[config.mk]
export PLATFORM = sky130hd
export DESIGN_NAME = dcmd_lane
export DESIGN_NICKNAME = d
export VERILOG_FILES = /design/src/rtl/dc_median_dpcm_assert.svh /design/src/rtl/dcmd_pkg.sv /design/src/rtl/dcmd_lane.sv
export SDC_FILE = /design/constraint.sdc
export NUM_CORES = 1
export LEC_CHECK = 0
export BUFFER_PORTS_ARGS = -buffer_cell sky130_fd_sc_hd__clkbuf_2
export CAP_MARGIN = 20
export CORE_MARGIN = 1.5
export CORE_UTILIZATION = 34
export DETAILED_ROUTE_END_ITERATION = 7
export GPL_ROUTABILITY_DRIVEN = 1
export PLACE_DENSITY = 0.68
export SLEW_MARGIN = 20
export SYNTH_ARGS = -nofsm -noshare
export SYNTH_HDL_FRONTEND = slang
export SYNTH_SLANG_ARGS = --single-unit
[constraint.sdc]
create_clock -name vclk -period 5.87
set_input_delay 0.2935 -clock vclk [all_inputs]
set_output_delay 0.2935 -clock vclk [all_outputs]
set_load 0.1 [all_outputs]
[src/rtl/dc_median_dpcm_assert.svh]
// ----------------------------------------------------------------------------
// dc_median_dpcm_assert.svh
// Assertion macros for the DC median DPCM block. The bodies are empty when
// SYNTHESIS is defined.
// ----------------------------------------------------------------------------
`ifndef DC_MEDIAN_DPCM_ASSERT_SVH
`define DC_MEDIAN_DPCM_ASSERT_SVH

`ifndef SYNTHESIS
// Clocked assertion with an explicit clock and an active-low reset.
`define DCMD_ASSERT_CLK(lbl, clk, rst_n, prop) \
  lbl: assert property (@(posedge clk) disable iff (!rst_n) (prop)) \
    else $error("dc_median_dpcm: assertion failed");
// Shorthand on the block's own clock and reset.
`define DCMD_ASSERT(lbl, prop) \
  `DCMD_ASSERT_CLK(lbl, clk_i, rst_ni, prop)
`else
`define DCMD_ASSERT_CLK(lbl, clk, rst_n, prop)
`define DCMD_ASSERT(lbl, prop)
`endif

`endif

[src/rtl/dcmd_pkg.sv]
// ----------------------------------------------------------------------------
// dcmd_pkg
// Widths, register indexes and the prediction mode for the DC median DPCM.
// ----------------------------------------------------------------------------
package dcmd_pkg;

  localparam int DC_W       = 12;
  localparam int RES_W      = DC_W + 1;
  localparam int NUM_COMP   = 3;
  localparam int LS_W       = NUM_COMP * DC_W;
  localparam int MAX_BPR    = 256;
  localparam int MAX_ROWS   = 4096;
  localparam int COL_W      = $clog2(MAX_BPR);
  localparam int ROW_W      = $clog2(MAX_ROWS);
  localparam int BPR_W      = 9;
  localparam int ROWS_W     = 13;
  localparam int CFG_W      = ROWS_W;
  localparam int CFG_IDX_W  = 1;
  localparam int IN_TDATA_W  = ((NUM_COMP * DC_W + 7) / 8) * 8;
  localparam int OUT_TDATA_W = ((NUM_COMP * RES_W + 7) / 8) * 8;

  localparam logic [CFG_IDX_W-1:0] REG_BLOCKS_PER_ROW = 1'd0;
  localparam logic [CFG_IDX_W-1:0] REG_BLOCK_ROWS     = 1'd1;

  typedef enum logic [1:0] {
    PRED_RAW,
    PRED_LEFT,
    PRED_UP,
    PRED_MEDIAN
  } pred_mode_e;

endpackage

[src/rtl/dcmd_lane.sv]
// ----------------------------------------------------------------------------
// dcmd_lane
// One colour component: picks the prediction (none, left, upper or median of
// left, upper and upper-left) and forms the residual.
// ----------------------------------------------------------------------------
module dcmd_lane (
  input  dcmd_pkg::pred_mode_e               mode_i,
  input  logic signed [dcmd_pkg::DC_W-1:0]   cur_i,
  input  logic signed [dcmd_pkg::DC_W-1:0]   left_i,
  input  logic signed [dcmd_pkg::DC_W-1:0]   upper_i,
  input  logic signed [dcmd_pkg::DC_W-1:0]   upper_left_i,
  output logic signed [dcmd_pkg::RES_W-1:0]  res_o
);

  function automatic logic signed [dcmd_pkg::DC_W-1:0] median3(
    input logic signed [dcmd_pkg::DC_W-1:0] a,
    input logic signed [dcmd_pkg::DC_W-1:0] b,
    input logic signed [dcmd_pkg::DC_W-1:0] c
  );
    logic signed [dcmd_pkg::DC_W-1:0] m;
    if (a > b) begin
      if (a > c) m = (c > b) ? c : b;
      else       m = a;
    end else begin
      if (a > c) m = a;
      else       m = (b > c) ? c : b;
    end
    return m;
  endfunction

  logic signed [dcmd_pkg::DC_W-1:0] pred;

  always_comb begin
    case (mode_i)
      dcmd_pkg::PRED_RAW:    pred = '0;
      dcmd_pkg::PRED_LEFT:   pred = left_i;
      dcmd_pkg::PRED_UP:     pred = upper_i;
      dcmd_pkg::PRED_MEDIAN: pred = median3(left_i, upper_i, upper_left_i);
      default:               pred = '0;
    endcase
  end

  assign res_o = dcmd_pkg::RES_W'(cur_i) - dcmd_pkg::RES_W'(pred);

endmodule
==> flow_metrics.env <==
export IMPL_totalWireLength_um=4971
export IMPL_crit_start="upper_left_i[11]"
export IMPL_post_place_cells=375
export IMPL_routed_wl_met3_um=263
export IMPL_final_cells=376
export IMPL_die_area_mm2=0.005695
export IMPL_hpwlAfterDp_um=4435
export IMPL_detailedRoute_firstPassIterationCount=4
export IMPL_xor_xnor_cell_area_share_of_the_yosys_netlist=0.03434
export IMPL_total_area_of_multi_input_combinational_cells_mm2=0.001650
export IMPL_n_clock_buffer=0
export IMPL_dieHeight_um=75.47
export IMPL_wl_met1_um=2349
export IMPL_achievable_frequency_ghz=0.1820
export IMPL_vdd_ir_drop_worst_mv=0.2133
export IMPL_detailedPlace_worstSlack_ns=0.1266
export IMPL_yosys_mux_area_fraction=0.02803
export IMPL_internal_power_mw=0.1640
export IMPL_p_sw_frac=0.6974
export IMPL_final_instance_area_mm2=0.002288
export IMPL_n_sequential_cell=0
export IMPL_share_clk_of_total_power=0
export IMPL_critPathMaxFanout=5
export IMPL_setup_tns_final_ns=0
export IMPL_sequential_area_share_after_synthesis=0
export IMPL_route_met2_wl_um=2357
export IMPL_final_core_occ=0.4509
export IMPL_post_route_min_period_ns=5.493
export IMPL_synth_avg_cell_area_um2=7.439
export IMPL_die_width_um=75.47
export IMPL_synthCells=240
export IMPL_path_class="in2out"
export IMPL_critical_path_arrival_ns=5.20
export IMPL_p_seq_frac=0
export IMPL_max_cap_violations=0
export IMPL_critical_path_required_ns=5.58
export IMPL_main_combinational_cell_family_by_area_after_synthesis="adder cells"
export IMPL_summed_instance_area_of_the_synthesized_netlist_mm2=0.001785
export IMPL_post_route_cells_drive_above_1_share=0.2778
export IMPL_post_drt_antenna_nets=0
export IMPL_detailed_place_area_mm2=0.002250
export IMPL_grt_first_pass_wirelength_um=7741
export IMPL_drc=0
export IMPL_area_growth_syn_to_layout_pct=28.17
export IMPL_pwr_share_comb=1.000
export IMPL_top_layer="met3"
export IMPL_crit_path_end_kind="primary output"
export IMPL_total_power_draw_mw=0.5420
export IMPL_run_status="finished clean"
export IMPL_worstSetupStartpointType="input pin"
export IMPL_fp_row_count=26
export IMPL_synthDistinctLibCells=52
export IMPL_final_min_period_over_clock_period=0.9358
export IMPL_most_used_cells_in_the_layout_excluding_fill_and_tap_cells="59 x sky130_fd_sc_hd__clkbuf_2, 48 x sky130_fd_sc_hd__ha_1, 38 x sky130_fd_sc_hd__inv_1"
export IMPL_wl_per_cell_um=13.22
export IMPL_io_pins=63
export IMPL_fin_ws_ns=0.3769
export IMPL_grt_pass1_vias=1804
export IMPL_final_net_count=407
export IMPL_register_area_um2=0
export IMPL_yosysWarningCount=0
export IMPL_yosys_area_share_simple=0.1745
export IMPL_grt_remaining_overflow=0
export IMPL_adder_cell_area_share_of_the_yosys_netlist=0.3476
export IMPL_hp_class="in2out"
export IMPL_starting_density=0.3518
export IMPL_hp_start="cur_i[11]"
export IMPL_core_area_mm2=0.005075
export IMPL_synth_compound_area_frac=0.3203
export IMPL_number_of_fillers_in_the_final_layout=560
export IMPL_drt_first_iter_violations=91
export IMPL_antenna_cells=0
export IMPL_cellPowerDensity_mw_per_mm2=236.9
export IMPL_post_drt_via_cell_ratio=5.338
export IMPL_worst_slew_pin_transition_ns=0.5413
export IMPL_worst_case_headroom_to_the_max_slew_limit=0.6407
export IMPL_grt_setup_unrepaired="no"
export IMPL_track_usage=0.1689
export IMPL_place_gp_congestion=0.9329
export IMPL_maxSlewViolCount=0
export IMPL_p_leak_nw=1.239
export IMPL_port_buffers=63
export IMPL_power_switching_mw=0.3780
export IMPL_timing_final_hold_violations=0
export IMPL_largest_net_degree_at_the_start_of_global_routing=11
export IMPL_detailroute_via_count=2007
export IMPL_synth_net_count=339
export IMPL_number_of_antenna_violations_at_the_first_check_in_global_routing=0
export IMPL_setup_viol=0
export IMPL_final_common_cell="sky130_fd_sc_hd__clkbuf_2"
export IMPL_finalHoldWorstSlack_ns=1.136
power by group through the flow:
stage               clock, mW  sequential (mW)  combinational, mW
finish                      0                0              0.542
global placement            0                0              0.528
detailed placement          0                0              0.532
global route                0                0              0.581
CTS                         0                0              0.534
floorplan                   0                0              0.409
cell usage after synthesis (all sizes together) (2+ instances only):
cell type / instances / share of area
o211ai: 3 / 0.013
nand4: 6 / 0.021
a222oi: 7 / 0.039
inv: 38 / 0.080
nor4: 2 / 0.0070
nand3: 3 / 0.0084
or2: 2 / 0.0070
and3: 3 / 0.011
o21bai: 2 / 0.0084
buf: 3 / 0.015
nand2b: 3 / 0.011
mux2: 2 / 0.015
nor2b: 7 / 0.025
nor2: 17 / 0.036
a21boi: 5 / 0.027
nor3: 4 / 0.011
a21oi: 20 / 0.056
o221ai: 2 / 0.0098
mux2i: 2 / 0.013
o41ai: 2 / 0.0098
a221o: 3 / 0.017
o21ai: 11 / 0.031
xnor2: 6 / 0.029
a21o: 5 / 0.021
and2: 2 / 0.0070
o22ai: 2 / 0.0070
nand2: 13 / 0.027
ha: 48 / 0.34
what timing repair did:
item / 4_1_cts / 5_1_grt
hold buffers: 0 / 0
buffers inserted: 0 / 1
endpoints found under the setup margin: 0 / 4
hold endpoints to repair: 0 / 0
resized for setup: 0 / 11
final timing paths:
| check | to | cells past startpoint | slack, ns |
|---|---|---|---|
| worst max-delay path | res_o[10] | 25 | 0.38 |
| worst min-delay path | res_o[11] | 4 | 1.14 |
worst max-delay path, cell delays in order:
cell and delay [ns]:
sky130_fd_sc_hd__clkbuf_2 0.10, sky130_fd_sc_hd__inv_1 0.07, sky130_fd_sc_hd__ha_1 0.35, sky130_fd_sc_hd__and3_2 0.27, sky130_fd_sc_hd__nand4_1 0.13, sky130_fd_sc_hd__a21oi_1 0.08, sky130_fd_sc_hd__a2111oi_4 0.35, sky130_fd_sc_hd__mux2i_2 0.36
sky130_fd_sc_hd__buf_4 0.17, sky130_fd_sc_hd__mux2i_2 0.29, sky130_fd_sc_hd__a2bb2o_1 0.18, sky130_fd_sc_hd__a21oi_1 0.06, sky130_fd_sc_hd__a22o_1 0.19, sky130_fd_sc_hd__ha_1 0.22, sky130_fd_sc_hd__fa_1 0.41, sky130_fd_sc_hd__nor2b_1 0.12
sky130_fd_sc_hd__o21ai_0 0.10, sky130_fd_sc_hd__a21boi_1 0.21, sky130_fd_sc_hd__o21ai_0 0.13, sky130_fd_sc_hd__a21boi_1 0.19, sky130_fd_sc_hd__o21ai_1 0.11, sky130_fd_sc_hd__a21boi_1 0.20, sky130_fd_sc_hd__nor4_1 0.07, sky130_fd_sc_hd__a311o_1 0.36
sky130_fd_sc_hd__buf_12 0.18
cell type report:
type / instances / area share
Timing Repair Buffer: 69 / 0.1782
Multi-Input combinational cell: 199 / 0.7212
Tap cell: 70 / 0.03827
Inverter: 38 / 0.06233
routing by layer:
| layer | GRT usage | up-vias |
|---|---|---|
| met5 | 0 | - |
| li1 | - | 1035 |
| met4 | 0.003968 | 0 |
| met3 | 0.009259 | 0 |
| met2 | 0.2963 | 57 |
| met1 | 0.2409 | 915 |
logic make-up after synthesis:
| logic type | Yosys count |
|---|---|
| xor+xnor | 7 |
| fa+ha+maj | 49 |
| mux | 4 |
| simple gates | 63 |
| compound gates | 76 |
| buf+inv | 41 |
Power figures use the tool's default switching activity.
